[src/sv/tdp_pkg.sv]
// shared types, codes and constants of the trigger toggled duty pulser
package tdp_pkg;

   // input item and result item
   typedef struct packed {
      logic [2:0] cmd;
      logic [7:0] left_value;
      logic [7:0] right_value;
   } req_type;

   typedef struct packed {
      logic [7:0] right_out;
      logic       auto_on;
      logic       drive_level;
   } rsp_type;

   // command codes of an item
   localparam logic [2:0] CMD_REPORT    = 3'd0;
   localparam logic [2:0] CMD_TICK      = 3'd1;
   localparam logic [2:0] CMD_FREQ_UP   = 3'd2;
   localparam logic [2:0] CMD_FREQ_DOWN = 3'd3;
   localparam logic [2:0] CMD_DUTY_UP   = 3'd4;
   localparam logic [2:0] CMD_DUTY_DOWN = 3'd5;

   // datapath operations issued by the microcode
   localparam logic [3:0] OP_NOP       = 4'd0;
   localparam logic [3:0] OP_REPORT    = 4'd1;
   localparam logic [3:0] OP_LOAD_1000 = 4'd2;
   localparam logic [3:0] OP_DIV_STEP  = 4'd3;
   localparam logic [3:0] OP_LOAD_REM  = 4'd4;
   localparam logic [3:0] OP_TICK_DEC  = 4'd5;
   localparam logic [3:0] OP_PHASE     = 4'd6;
   localparam logic [3:0] OP_FREQ_UP   = 4'd7;
   localparam logic [3:0] OP_FREQ_DOWN = 4'd8;
   localparam logic [3:0] OP_DUTY_UP   = 4'd9;
   localparam logic [3:0] OP_DUTY_DOWN = 4'd10;

   // state limits and reset values
   localparam logic [5:0] F2_MIN       = 6'd2;
   localparam logic [5:0] F2_MAX       = 6'd60;
   localparam logic [5:0] F2_RESET     = 6'd24;
   localparam logic [6:0] DUTY_MAX     = 7'd100;
   localparam logic [6:0] DUTY_RESET   = 7'd50;
   localparam logic [7:0] THRESH_RESET = 8'd50;
   localparam logic [7:0] LEVEL_HIGH   = 8'd255;

   // divider numerators
   localparam int unsigned NUM_BITS       = 11;
   localparam logic [10:0] NUM_ENABLE     = 11'd1000;
   localparam logic [10:0] NUM_FULL_CYCLE = 11'd2000;
   localparam logic [10:0] NUM_SCALE      = 11'd20;
   localparam logic [3:0]  DIV_LAST       = 4'(NUM_BITS - 1);

   typedef struct packed {
      logic [3:0] op;
      logic       load_item;
   } ctrl_type;

   typedef struct packed {
      logic enable_edge;
      logic div_busy;
      logic no_switch;
   } status_type;

endpackage

[src/sv/trigger_toggled_duty_pulser.sv]
// top level of the trigger toggled duty pulser
//
//   port group    direction  handshake          payload
//   req_          in         req_valid/stall    tdp_pkg::req_type
//   rsp_          out        rsp_valid/stall    tdp_pkg::rsp_type
//   csr_          in         csr_wr_en          press threshold byte
//
// busy time depends on the item: unused code, button, plain report, tick without
// switch, enabling report, or tick that switches or reloads; the divider does
// one of 11 quotient bits per cycle under the microcode step counter.
// the result loads in the last busy cycle; the next item is taken in the cycle after.
// synchronous reset restores the control and pulser state; the threshold returns to 50.
// a waiting result does not block the next item; its last step holds until free.
module trigger_toggled_duty_pulser (
   input  logic              clock,
   input  logic              reset,
   input  logic              req_valid,
   output logic              req_stall,
   input  tdp_pkg::req_type  req_data,
   output logic              rsp_valid,
   input  logic              rsp_stall,
   output tdp_pkg::rsp_type  rsp_data,
   input  logic              csr_wr_en,
   input  logic [7:0]        csr_wr_data
);

   logic [7:0]          thresh_ff, thresh_in;
   logic                rsp_valid_ff, rsp_valid_in;
   tdp_pkg::rsp_type    rsp_data_ff, rsp_data_in;
   tdp_pkg::ctrl_type   ctrl;
   tdp_pkg::status_type status;
   tdp_pkg::rsp_type    result;
   logic                busy;
   logic                done;
   logic                out_free;
   logic                start;

   assign start    = req_valid && !busy;
   assign out_free = !rsp_valid_ff || !rsp_stall;

   tdp_sequencer u_seq (
      .clock     (clock),
      .reset     (reset),
      .start     (start),
      .start_cmd (req_data.cmd),
      .status    (status),
      .out_free  (out_free),
      .ctrl      (ctrl),
      .busy      (busy),
      .done      (done)
   );

   tdp_datapath u_dp (
      .clock     (clock),
      .reset     (reset),
      .ctrl      (ctrl),
      .req_data  (req_data),
      .threshold (thresh_ff),
      .status    (status),
      .result    (result)
   );

   always_comb begin
      thresh_in    = csr_wr_en ? csr_wr_data : thresh_ff;
      rsp_valid_in = rsp_valid_ff && rsp_stall;
      rsp_data_in  = rsp_data_ff;
      if (done) begin
         rsp_valid_in = 1'b1;
         rsp_data_in  = result;
      end
   end

   always_ff @(posedge clock) begin
      if (reset) begin
         thresh_ff    <= tdp_pkg::THRESH_RESET;
         rsp_valid_ff <= 1'b0;
      end else begin
         thresh_ff    <= thresh_in;
         rsp_valid_ff <= rsp_valid_in;
      end
   end

   always_ff @(posedge clock) begin
      rsp_data_ff <= rsp_data_in;
   end

   assign req_stall = busy;
   assign rsp_valid = rsp_valid_ff;
   assign rsp_data  = rsp_data_ff;

   // an accepted item starts the sequencer
   a_accept_starts: assert property (@(posedge clock) disable iff (reset)
      req_valid && !req_stall |=> busy)
      else $error("accepted item did not start the sequencer");

   // a finished item never overwrites a result still waiting
   a_no_overwrite: assert property (@(posedge clock) disable iff (reset)
      done |-> (!rsp_valid_ff || !rsp_stall))
      else $error("result register overwritten");

   // hold phase only exists with auto mode on
   a_hold_needs_auto: assert property (@(posedge clock) disable iff (reset)
      rsp_valid |-> !(rsp_data.drive_level && !rsp_data.auto_on))
      else $error("drive level high while auto mode off");

endmodule

[src/sv/tdp_sequencer.sv]
// microcode sequencer: step counter, control store and conditional jumps
module tdp_sequencer (
   input  logic                  clock,
   input  logic                  reset,
   input  logic                  start,
   input  logic [2:0]            start_cmd,
   input  tdp_pkg::status_type   status,
   input  logic                  out_free,
   output tdp_pkg::ctrl_type     ctrl,
   output logic                  busy,
   output logic                  done
);

   // jump conditions: jump to target when true, else fall through
   localparam logic [2:0] COND_NEXT      = 3'd0;
   localparam logic [2:0] COND_ALWAYS    = 3'd1;
   localparam logic [2:0] COND_NOT_EDGE  = 3'd2;
   localparam logic [2:0] COND_DIV_BUSY  = 3'd3;
   localparam logic [2:0] COND_NO_SWITCH = 3'd4;

   // program addresses
   localparam logic [3:0] STEP_FIN       = 4'd0;
   localparam logic [3:0] STEP_REPORT    = 4'd1;
   localparam logic [3:0] STEP_LOAD_1000 = 4'd2;
   localparam logic [3:0] STEP_DIV       = 4'd3;
   localparam logic [3:0] STEP_LOAD_REM  = 4'd4;
   localparam logic [3:0] STEP_TICK      = 4'd5;
   localparam logic [3:0] STEP_CHECK     = 4'd6;
   localparam logic [3:0] STEP_PHASE     = 4'd7;
   localparam logic [3:0] STEP_FREQ_UP   = 4'd8;
   localparam logic [3:0] STEP_FREQ_DOWN = 4'd9;
   localparam logic [3:0] STEP_DUTY_UP   = 4'd10;
   localparam logic [3:0] STEP_DUTY_DOWN = 4'd11;

   typedef struct packed {
      logic [3:0] op;
      logic [2:0] cond;
      logic [3:0] target;
      logic       fin;
   } uword_type;

   logic       busy_ff, busy_in;
   logic [3:0] step_ff, step_in;
   uword_type  word;
   logic       take;

   // control store
   always_comb begin
      case (step_ff)
         STEP_FIN:       word = '{tdp_pkg::OP_NOP,       COND_NEXT,      STEP_FIN,  1'b1};
         STEP_REPORT:    word = '{tdp_pkg::OP_REPORT,    COND_NOT_EDGE,  STEP_FIN,  1'b0};
         STEP_LOAD_1000: word = '{tdp_pkg::OP_LOAD_1000, COND_NEXT,      STEP_FIN,  1'b0};
         STEP_DIV:       word = '{tdp_pkg::OP_DIV_STEP,  COND_DIV_BUSY,  STEP_DIV,  1'b0};
         STEP_LOAD_REM:  word = '{tdp_pkg::OP_LOAD_REM,  COND_ALWAYS,    STEP_FIN,  1'b0};
         STEP_TICK:      word = '{tdp_pkg::OP_TICK_DEC,  COND_NEXT,      STEP_FIN,  1'b0};
         STEP_CHECK:     word = '{tdp_pkg::OP_NOP,       COND_NO_SWITCH, STEP_FIN,  1'b0};
         STEP_PHASE:     word = '{tdp_pkg::OP_PHASE,     COND_ALWAYS,    STEP_DIV,  1'b0};
         STEP_FREQ_UP:   word = '{tdp_pkg::OP_FREQ_UP,   COND_ALWAYS,    STEP_FIN,  1'b0};
         STEP_FREQ_DOWN: word = '{tdp_pkg::OP_FREQ_DOWN, COND_ALWAYS,    STEP_FIN,  1'b0};
         STEP_DUTY_UP:   word = '{tdp_pkg::OP_DUTY_UP,   COND_ALWAYS,    STEP_FIN,  1'b0};
         STEP_DUTY_DOWN: word = '{tdp_pkg::OP_DUTY_DOWN, COND_ALWAYS,    STEP_FIN,  1'b0};
         default:        word = '{tdp_pkg::OP_NOP,       COND_NEXT,      STEP_FIN,  1'b1};
      endcase
   end

   always_comb begin
      case (word.cond)
         COND_NEXT:      take = 1'b0;
         COND_ALWAYS:    take = 1'b1;
         COND_NOT_EDGE:  take = !status.enable_edge;
         COND_DIV_BUSY:  take = status.div_busy;
         COND_NO_SWITCH: take = status.no_switch;
         default:        take = 1'b0;
      endcase
   end

   always_comb begin
      busy_in = busy_ff;
      step_in = step_ff;
      done    = 1'b0;
      if (!busy_ff) begin
         if (start) begin
            busy_in = 1'b1;
            // entry point of each command
            case (start_cmd)
               tdp_pkg::CMD_REPORT:    step_in = STEP_REPORT;
               tdp_pkg::CMD_TICK:      step_in = STEP_TICK;
               tdp_pkg::CMD_FREQ_UP:   step_in = STEP_FREQ_UP;
               tdp_pkg::CMD_FREQ_DOWN: step_in = STEP_FREQ_DOWN;
               tdp_pkg::CMD_DUTY_UP:   step_in = STEP_DUTY_UP;
               tdp_pkg::CMD_DUTY_DOWN: step_in = STEP_DUTY_DOWN;
               default:                step_in = STEP_FIN;
            endcase
         end
      end else if (word.fin) begin
         // hold here until the result register can take the item
         if (out_free) begin
            busy_in = 1'b0;
            done    = 1'b1;
         end
      end else begin
         step_in = take ? word.target : step_ff + 4'd1;
      end
   end

   always_ff @(posedge clock) begin
      if (reset) begin
         busy_ff <= 1'b0;
         step_ff <= STEP_FIN;
      end else begin
         busy_ff <= busy_in;
         step_ff <= step_in;
      end
   end

   assign ctrl.op        = busy_ff ? word.op : tdp_pkg::OP_NOP;
   assign ctrl.load_item = start && !busy_ff;
   assign busy           = busy_ff;

endmodule

[src/sv/tdp_datapath.sv]
// datapath: pulser state, item register and shift-subtract divider
module tdp_datapath (
   input  logic                  clock,
   input  logic                  reset,
   input  tdp_pkg::ctrl_type     ctrl,
   input  tdp_pkg::req_type      req_data,
   input  logic [7:0]            threshold,
   output tdp_pkg::status_type   status,
   output tdp_pkg::rsp_type      result
);

   tdp_pkg::req_type item_ff, item_in;
   logic [5:0]  f2_ff, f2_in;
   logic [6:0]  duty_ff, duty_in;
   logic        auto_ff, auto_in;
   logic        hold_ff, hold_in;
   logic        was_ff, was_in;
   logic [9:0]  rem_ff, rem_in;
   logic [7:0]  out_ff, out_in;
   logic [10:0] num_ff, num_in;
   logic [6:0]  part_ff, part_in;
   logic [3:0]  cnt_ff, cnt_in;

   logic        pressed;
   logic [5:0]  divisor;
   logic [7:0]  trial;
   logic [7:0]  diff;
   logic        fits;

   assign pressed = item_ff.left_value > threshold;
   assign divisor = (f2_ff < tdp_pkg::F2_MIN) ? tdp_pkg::F2_MIN : f2_ff;
   assign trial   = {part_ff, num_ff[10]};
   assign diff    = trial - {2'b00, divisor};
   assign fits    = trial >= {2'b00, divisor};

   always_comb begin
      item_in = ctrl.load_item ? req_data : item_ff;
      f2_in   = f2_ff;
      duty_in = duty_ff;
      auto_in = auto_ff;
      hold_in = hold_ff;
      was_in  = was_ff;
      rem_in  = rem_ff;
      out_in  = out_ff;
      num_in  = num_ff;
      part_in = part_ff;
      cnt_in  = cnt_ff;
      case (ctrl.op)
         tdp_pkg::OP_NOP: begin
         end
         tdp_pkg::OP_REPORT: begin
            out_in = item_ff.right_value;
            was_in = pressed;
            if (pressed && !was_ff) begin
               auto_in = !auto_ff;
               // enabling continues in the next steps; disabling clears the hold phase here
               if (auto_ff) begin
                  hold_in = 1'b0;
               end
            end
         end
         tdp_pkg::OP_LOAD_1000: begin
            hold_in = 1'b1;
            out_in  = tdp_pkg::LEVEL_HIGH;
            num_in  = tdp_pkg::NUM_ENABLE;
            part_in = '0;
            cnt_in  = '0;
         end
         tdp_pkg::OP_DIV_STEP: begin
            part_in = fits ? diff[6:0] : trial[6:0];
            num_in  = {num_ff[9:0], fits};
            cnt_in  = cnt_ff + 4'd1;
         end
         tdp_pkg::OP_LOAD_REM: begin
            rem_in = num_ff[9:0];
         end
         tdp_pkg::OP_TICK_DEC: begin
            if (rem_ff != '0) begin
               rem_in = rem_ff - 10'd1;
            end
         end
         tdp_pkg::OP_PHASE: begin
            part_in = '0;
            cnt_in  = '0;
            num_in  = tdp_pkg::NUM_FULL_CYCLE;
            if (hold_ff) begin
               if (duty_ff < tdp_pkg::DUTY_MAX) begin
                  hold_in = 1'b0;
                  out_in  = '0;
                  num_in  = 11'(tdp_pkg::DUTY_MAX - duty_ff) * tdp_pkg::NUM_SCALE;
               end
            end else begin
               if (duty_ff != '0) begin
                  hold_in = 1'b1;
                  out_in  = tdp_pkg::LEVEL_HIGH;
                  num_in  = 11'(duty_ff) * tdp_pkg::NUM_SCALE;
               end
            end
         end
         tdp_pkg::OP_FREQ_UP: begin
            if (f2_ff < tdp_pkg::F2_MAX) begin
               f2_in = f2_ff + 6'd1;
            end
            rem_in = '0;
         end
         tdp_pkg::OP_FREQ_DOWN: begin
            if (f2_ff > tdp_pkg::F2_MIN) begin
               f2_in = f2_ff - 6'd1;
            end
            rem_in = '0;
         end
         tdp_pkg::OP_DUTY_UP: begin
            if (duty_ff < tdp_pkg::DUTY_MAX) begin
               duty_in = duty_ff + 7'd1;
            end
            rem_in = '0;
         end
         tdp_pkg::OP_DUTY_DOWN: begin
            if (duty_ff != '0) begin
               duty_in = duty_ff - 7'd1;
            end
            rem_in = '0;
         end
         default: begin
         end
      endcase
   end

   always_ff @(posedge clock) begin
      if (reset) begin
         f2_ff   <= tdp_pkg::F2_RESET;
         duty_ff <= tdp_pkg::DUTY_RESET;
         auto_ff <= 1'b0;
         hold_ff <= 1'b0;
         was_ff  <= 1'b0;
         rem_ff  <= '0;
         out_ff  <= '0;
      end else begin
         f2_ff   <= f2_in;
         duty_ff <= duty_in;
         auto_ff <= auto_in;
         hold_ff <= hold_in;
         was_ff  <= was_in;
         rem_ff  <= rem_in;
         out_ff  <= out_in;
      end
   end

   always_ff @(posedge clock) begin
      item_ff <= item_in;
      num_ff  <= num_in;
      part_ff <= part_in;
      cnt_ff  <= cnt_in;
   end

   // enable edge is judged before the report step updates the state
   assign status.enable_edge = pressed && !was_ff && !auto_ff;
   assign status.div_busy    = cnt_ff != tdp_pkg::DIV_LAST;
   assign status.no_switch   = !auto_ff || (rem_ff != '0);

   assign result.right_out   = out_ff;
   assign result.auto_on     = auto_ff;
   assign result.drive_level = hold_ff;

endmodule
[config.mk]
export PLATFORM = sky130hd
export DESIGN_NAME = trigger_toggled_duty_pulser
export DESIGN_NICKNAME = d
export VERILOG_FILES = /design/src/sv/tdp_pkg.sv /design/src/sv/trigger_toggled_duty_pulser.sv /design/src/sv/tdp_sequencer.sv /design/src/sv/tdp_datapath.sv
export SDC_FILE = /design/constraint.sdc
export NUM_CORES = 1
export LEC_CHECK = 0
export ABC_CLOCK_PERIOD_IN_PS = 4160
export BUFFER_PORTS_ARGS = -buffer_cell sky130_fd_sc_hd__buf_2
export CAP_MARGIN = 20
export CORE_AREA = 4 4 117 119
export CTS_CLUSTER_DIAMETER = 30
export CTS_CLUSTER_SIZE = 40
export DETAILED_ROUTE_END_ITERATION = 10
export DIE_AREA = 0 0 121 123
export PLACE_DENSITY = 0.65
export SLEW_MARGIN = 20
export SYNTH_ARGS = -nofsm -noshare
export SYNTH_HDL_FRONTEND = slang
export SYNTH_SLANG_ARGS = --single-unit
[constraint.sdc]
create_clock -name clock -period 4.16 [get_ports clock]
set_clock_uncertainty 0.1 [all_clocks]
set_input_delay 0.208 -clock clock [delete_from_list [all_inputs] [get_ports clock]]
set_output_delay 0.208 -clock clock [all_outputs]
set_load 0.02 [all_outputs]
==> results of run 1 <==
synthesized netlist by cell type, types with 5 or more instances:
cell / number / share of area
o211ai_1: 12 / 0.015
edfxtp_1: 48 / 0.23
inv_1: 55 / 0.033
mux2i_1: 12 / 0.019
dfxtp_1: 57 / 0.18
clkbuf_1: 15 / 0.0091
a21oi_1: 44 / 0.036
ha_1: 52 / 0.11
nand4_1: 5 / 0.0051
a21o_1: 9 / 0.011
xnor2_1: 23 / 0.033
nand2b_1: 5 / 0.0051
nor2b_1: 7 / 0.0071
nor3_1: 14 / 0.011
o21ai_0: 34 / 0.028
nand2_1: 57 / 0.035
xor2_1: 10 / 0.014
a221oi_1: 9 / 0.013
nand3_1: 10 / 0.0081
fa_1: 5 / 0.016
nor2_1: 67 / 0.041
o21a_1: 5 / 0.0061
o22ai_1: 7 / 0.0071
metrics by stage:
step | power (mW) | worst slack [ps] | hold slack [ps]
floorplan | 1.51 | 986 | 207
global placement | 1.60 | 878 | 285
detailed placement | 1.61 | 763 | 286
CTS | 2.49 | 735 | 29.4
global route | 2.60 | 487 | 15.8
finish | 2.48 | 710 | 29.9
state kept, by name, summed over array words and instances (netlist names), 6 cells and up:
signal and count:
rsp_data 10, thresh_ff 8, u_dp.duty_ff 7, u_dp.f2_ff 6, u_dp.item_ff 16, u_dp.num_ff 11
u_dp.out_ff 8, u_dp.part_ff 7, u_dp.rem_ff 10, u_seq.word 9
worst register-to-register path, cell delays in order, from the launching register on:
cell and delay (ps):
edfxtp_1 370, ha_1 300, nor2b_1 130, o211ai_1 90
a21o_1 230, a2111o_1 490, a41o_1 280, o21ai_0 400
inv_1 130, ha_1 200, or4_1 520, a21oi_1 140
area by class of cell:
type                    count  area, um2
well taps                 172        215
clock buffers              10        239
repair buffers             72        493
fillers                  1110       5470
multi-input cells         471       3300
clock inverters             6       65.1
inverters                  55        206
flip-flops and latches    105       2580
metal layers:
| metal | global-route usage | vias to the layer above | wire (um) |
|---|---|---|---|
| li1 | - | 2463 | - |
| met1 | 0.249 | 2327 | 6200 |
| met2 | 0.333 | 103 | 6800 |
| met3 | 0.0512 | 11 | 641 |
| met4 | 0.0475 | 0 | 179 |
| met5 | 0 | - | 0 |
placed cells by master, fill, tap and decap left out, drive strengths merged, types with 5 or more instances in the layout:
| master | netlist | layout |
|---|---|---|
| clkbuf | 15 | 10 |
| xor2 | 10 | 10 |
| o21ai | 38 | 38 |
| edfxtp | 48 | 48 |
| inv | 55 | 56 |
| nor2b | 7 | 7 |
| fa | 5 | 5 |
| o21a | 6 | 6 |
| a221oi | 9 | 9 |
| o211ai | 12 | 12 |
| xnor2 | 23 | 23 |
| nand4 | 5 | 5 |
| a21oi | 44 | 44 |
| o22ai | 7 | 7 |
| nand2 | 57 | 57 |
| nand3 | 10 | 10 |
| dfxtp | 57 | 57 |
| nand2b | 6 | 6 |
| mux2i | 13 | 13 |
| buf | 8 | 48 |
| nor2 | 68 | 68 |
| ha | 52 | 52 |
| a21o | 9 | 9 |
| dlygate4sd3 | 0 | 24 |
| a22oi | 7 | 7 |
| nor3 | 14 | 14 |
how the worst max path moves through the flow:
| stage | start | end | slack, ps | cells past startpoint |
|---|---|---|---|---|
| finish | u_dp.item_ff[9] | u_seq.word[10] | 710 | 11 |
| global placement | u_dp.item_ff[9] | u_seq.word[9] | 880 | 10 |
| CTS | u_dp.item_ff[9] | u_seq.word[10] | 730 | 11 |
| global route | u_dp.item_ff[9] | u_seq.word[10] | 490 | 11 |
| detailed placement | u_dp.item_ff[9] | u_seq.word[10] | 760 | 11 |
| floorplan | u_seq.busy | u_seq.word[9] | 990 | 9 |
report_power, final:
| part | total (mW) | internal, mW | switching [mW] |
|---|---|---|---|
| Clock | 0.863 | 0.484 | 0.379 |
| Sequential | 1.21 | 1.16 | 0.0547 |
| Combinational | 0.398 | 0.164 | 0.235 |
| Total | 2.48 | 1.81 | 0.669 |
cell families (layout without fill, tap and decap cells):
family | Yosys count | after routing
XOR/XNOR | 33 | 33
AND/OR/NAND/NOR | 199 | 199
multiplexers | 15 | 15
flip-flops | 105 | 105
buffers and inverters | 78 | 143
AO/OA/AOI/OAI | 167 | 167
adder cells (fa/ha/maj) | 57 | 57
repair_timing:
action                                 in CTS  in global routing
setup buffers                               0                  0
endpoints found under the hold margin      24                  0
hold buffers                               24                  0
setup endpoints to repair                   0                  0
==> out/metrics.yaml, run 1 <==
worst_setup_path:
  cp.buffers_inverters: 1
  reg2reg_to: "u_seq.word[10]"
  cp-end-kind: "register"
  crit_top_cell: "ha_1"
  crit_slowest_cell: "or4_1"
  critPathRequiredTime_ps: 4340
  worst_setup_path_start_kind: "register"
  rrSetupSlack_ps: 710
  arrival_ps: 3630
  r2r_start: "u_dp.item_ff[9]"
  crit_type: "register to register"
  slowest_delay_ps: 520
  crit_chain: "ha_1 > nor2b_1 > o211ai_1 > a21o_1 > a2111o_1 > a41o_1 > o21ai_0 > inv_1 > ha_1 > or4_1 > a21oi_1"
  cp_top_family: "compound AO/OA/AOI/OAI gates"
  rr_worst_depth: 11
  worst-path-max-fanout: 4
logic_synthesis:
  synth-simple-area-share: 0.154
  synth-xor-area-share: 0.0467
  synth_flop_cell: "dfxtp_1"
  synth-compound-area-share: 0.185
  syn_area_um2: 6190
  syn_area_per_cell_um2: 9.46
  synth_edf_count: 48
  syn_nets: 743
  synth_top_family_by_area: "compound AO/OA/AOI/OAI gates"
  synth_cells: 654
  ys_types: 71
  ys_warn_count: 0
  synthAdderAreaFrac: 0.121
  synth_mux_area_frac: 0.0253
  synthArstFlopShare: 0
  ys_ff_latch: 105
  yosysSeqAreaShare: 0.417
power:
  leakagePower_nw: 3.03
  power.density_nw_per_um2: 349
  peakVddDrop_mv: 0.320
final_layout:
  area_delta_synth_final_pct: 14.7
  instances_no_fill: 891
  drive_gt1_frac: 0.122
  diodes: 0
  nNetsFinal: 803
  fin_area_um2: 7100
  final_core_util: 0.565
timing:
  fin_crit_ps: 3450
  maxSlewViolCount: 0
  hold_viol: 0
  rsz0062_at_grt: "no"
  relSlewSlack: 0.525
  fin_crit_sh: 0.829
  setup_tns_ps: 0
  tightest_slew_ps: 709
  fmax_mhz: 290
  setup_violations: 0
die:
  ios: 44
  die_h_um: 123
  initial_core_util: 0.492
  die_x_um: 121
  row_count: 41
  fp.coreArea_um2: 12600
  design.die.area_um2: 14900
route:
  routed_wl_um: 13800
  postRouteAntennaNets: 0
  routedWlPerCell_um: 15.5
  num_vias: 4904
  drc: 0
  dr.pass1.iters: 4
  dr.first_iter.drc_count: 257
  vias_per_cell: 5.50
run:
  max_cap_violations: 0
global_routing:
  grt_pass1_vias: 4795
  grt_max_degree: 45
  grt_pass1_wl_um: 23000
  grt_overflow: 0
  grt_usage: 0.195
  antenna_found_initial: 0
clock_network:
  cts.clk_slew.worst_paths_ps: 70
  cts_max_path_buffers: 2
  ctsResizeCount: 0
  clock-sinks: 105
  cts_tree: "built"
  htreeDepth: 3
  cts_buffers: 9
  clk_latency_ps: 350
  clockRootBuffer: "clkbuf_16"
placed_design:
  io_buffers: 43
  gp_congestion: 0.859
  dpl.cell_count: 851
  dpl_cell_area_um2: 6550
  dpl.hpwl_um: 10000
worst_hold_path:
  hold_end: "thresh_ff[3]"
  hold_path.startpoint: "csr_wr_data[3]"
  hp-class: "input pin to register"
  hold_depth: 3
status:
  outcome: "finished clean"
(Power assumes the default switching activity.)
==> run 2: changes to the inputs <==
- ABC_CLOCK_PERIOD_IN_PS: 4160 -> 3400
- clock period: 4.16 -> 3.4 ns (I/O delays scaled with it)
==> run 2 against run 1 <==
  * Routed wire length shrank 1.9%
  * Register-to-register slack worse by 520 ps
  * Flip-flop and latch count unchanged
  * Cell area rose by 1.4%
  * Critical path depth increased by 1
  * Fmax rose by 7.3%
  * First-iteration DRC count shrank 8.2%
  * Die area unchanged
  * Global-route usage down 0.25 points
  * Setup slack got worse by 520 ps
  * Critical endpoint is now u_seq.word[9]
==> out/metrics.yaml, run 2 (synthesis gave the netlist of run 1 again) <==
final_layout:
  regMostFlops: "u_dp.item_ff"
  largest_reg_flops: 16
  nNetsFinal: 813
  area_delta_synth_final_pct: 16.3
  final_common_cell: "nor2_1"
  instances_no_fill: 901
  diodes: 0
  drive_gt1_frac: 0.140
  fill_cells: 1105
  top_regs: "u_dp.item_ff (16), u_dp.num_ff (11)"
  fin_area_um2: 7200
  final_cell_mix: "67 x nor2_1, 56 x nand2_1, 55 x inv_1, 55 x dfxtp_1, 52 x ha_1"
timing:
  hold_viol: 0
  fin_crit_sh: 0.945
  fin_crit_ps: 3210
  tightest_slew_ps: 643
  maxSlewViolCount: 0
  holdWs_ps: 26.3
  fmax_mhz: 311
  relSlewSlack: 0.568
  setup_tns_ps: 0
  setup_violations: 0
global_routing:
  grt_overflow: 0
  grt_pass1_wl_um: 23100
  grt_max_degree: 45
  grt_usage: 0.193
  grt_pass1_vias: 4941
  antenna_found_initial: 0
placed_design:
  io_buffers: 43
  dpl.cell_count: 858
  dpl_cell_area_um2: 6600
  gp_congestion: 0.854
  dpl.hpwl_um: 10100
die:
  row_count: 41
  design.die.area_um2: 14900
  fp.coreArea_um2: 12600
  die_x_um: 121
  initial_core_util: 0.492
  die_h_um: 123
  ios: 44
worst_setup_path:
  worst_setup_path_start_kind: "register"
  worst-path-max-fanout: 4
  critPathRequiredTime_ps: 3570
  crit_type: "register to register"
  arrival_ps: 3390
  cp-end-kind: "register"
  slowest_delay_ps: 520
  crit_slowest_cell: "or4_1"
  crit_chain: "ha_1 > nor2b_1 > o211ai_1 > a21o_1 > a2111o_1 > buf_4 > a21o_1 > and2_1 > nand2_2 > ha_1 > or4_1 > a31oi_1"
run:
  max_cap_violations: 0
clock_network:
  cts_buffers: 9
  clock-sinks: 105
  clockRootBuffer: "clkbuf_16"
  htreeDepth: 3
  clk_latency_ps: 350
  cts_tree: "built"
  cts.clk_slew.worst_paths_ps: 70
  cts_max_path_buffers: 2
route:
  dr.first_iter.drc_count: 236
  dr.pass1.iters: 5
  routed_wl_um: 13600
  routedWlPerCell_um: 15.1
  postRouteAntennaNets: 0
  drc: 0
  vias_per_cell: 5.48
  num_vias: 4937
status:
  outcome: "finished clean"
worst_hold_path:
  hp-class: "input pin to register"
power:
  power.density_nw_per_um2: 427
  peakVddDrop_mv: 0.339
  leakagePower_nw: 3.08
## run 2: cell types whose count changed in the layout (fill, tap and decap cells not counted), sizes merged
| cell | previous run | this run |
|---|---|---|
| clkbuf | 10 | 9 |
| dlygate4sd3 | 24 | 25 |
| clkinv | 4 | 2 |
| clkinvlp | 0 | 1 |
| inv | 56 | 58 |
| buf | 48 | 57 |
## run 2: timing repair
| item | CTS | global route |
|---|---|---|
| hold endpoints to repair | 25 | 0 |
| setup buffers | 0 | 2 |
| hold buffers | 25 | 0 |
| gates resized for setup | 0 | 7 |
| setup endpoints to repair | 0 | 4 |
## run 2: cell type report
cell class              count  area, um2  share of cell area
multi-input cells         471       3300               0.459
flip-flops and latches    105       2580               0.359
repair buffers             82        571              0.0793
clock buffers               9        225              0.0313
well taps                 172        215              0.0299
inverters                  55        206              0.0287
clock inverters             7       88.8              0.0123
## run 2: worst paths after layout
kind                         to  cells after the start  slack (ps)             from
setup reg to reg  u_seq.word[9]                     12         190  u_dp.item_ff[9]
hold reg to reg     rsp_data[7]                      0         340   u_dp.out_ff[5]
hold / removal       u_seq.busy                      3          30        req_valid
setup / recovery  u_seq.word[9]                     12         190  u_dp.item_ff[9]
## run 2: through the flow
step | power (mW) | setup WS, ps | utilization
5_1_grt | 3.23 | -15.6 | 0.573
3_5_place_dp | 1.99 | 77.7 | 0.525
4_1_cts | 3.09 | 48.2 | 0.570
3_3_place_gp | 1.98 | 173 | 0.525
6_report | 3.07 | 186 | 0.573
2_1_floorplan | 1.85 | 226 | -
## run 2: metal layers
layer	global-route usage	wire (um)
met4	0.0559	199
met1	0.247	6270
met3	0.0430	424
met5	0	0
met2	0.328	6670
## run 2: power breakdown
group          internal (mW)  switching, mW  total, mW
Sequential              1.42         0.0598       1.48
Combinational          0.217          0.299      0.516
Clock                  0.587          0.492       1.08
Total                   2.22          0.851       3.07
## run 2: critical path: cells and delay by family, from the launching register on
kind                     cells  cell delay [ps]
AO/OA/AOI/OAI                5             1050
adder cells (fa/ha/maj)      2              540
buffers and inverters        1              170
flip-flops                   1              380
AND/OR/NAND/NOR              4              900
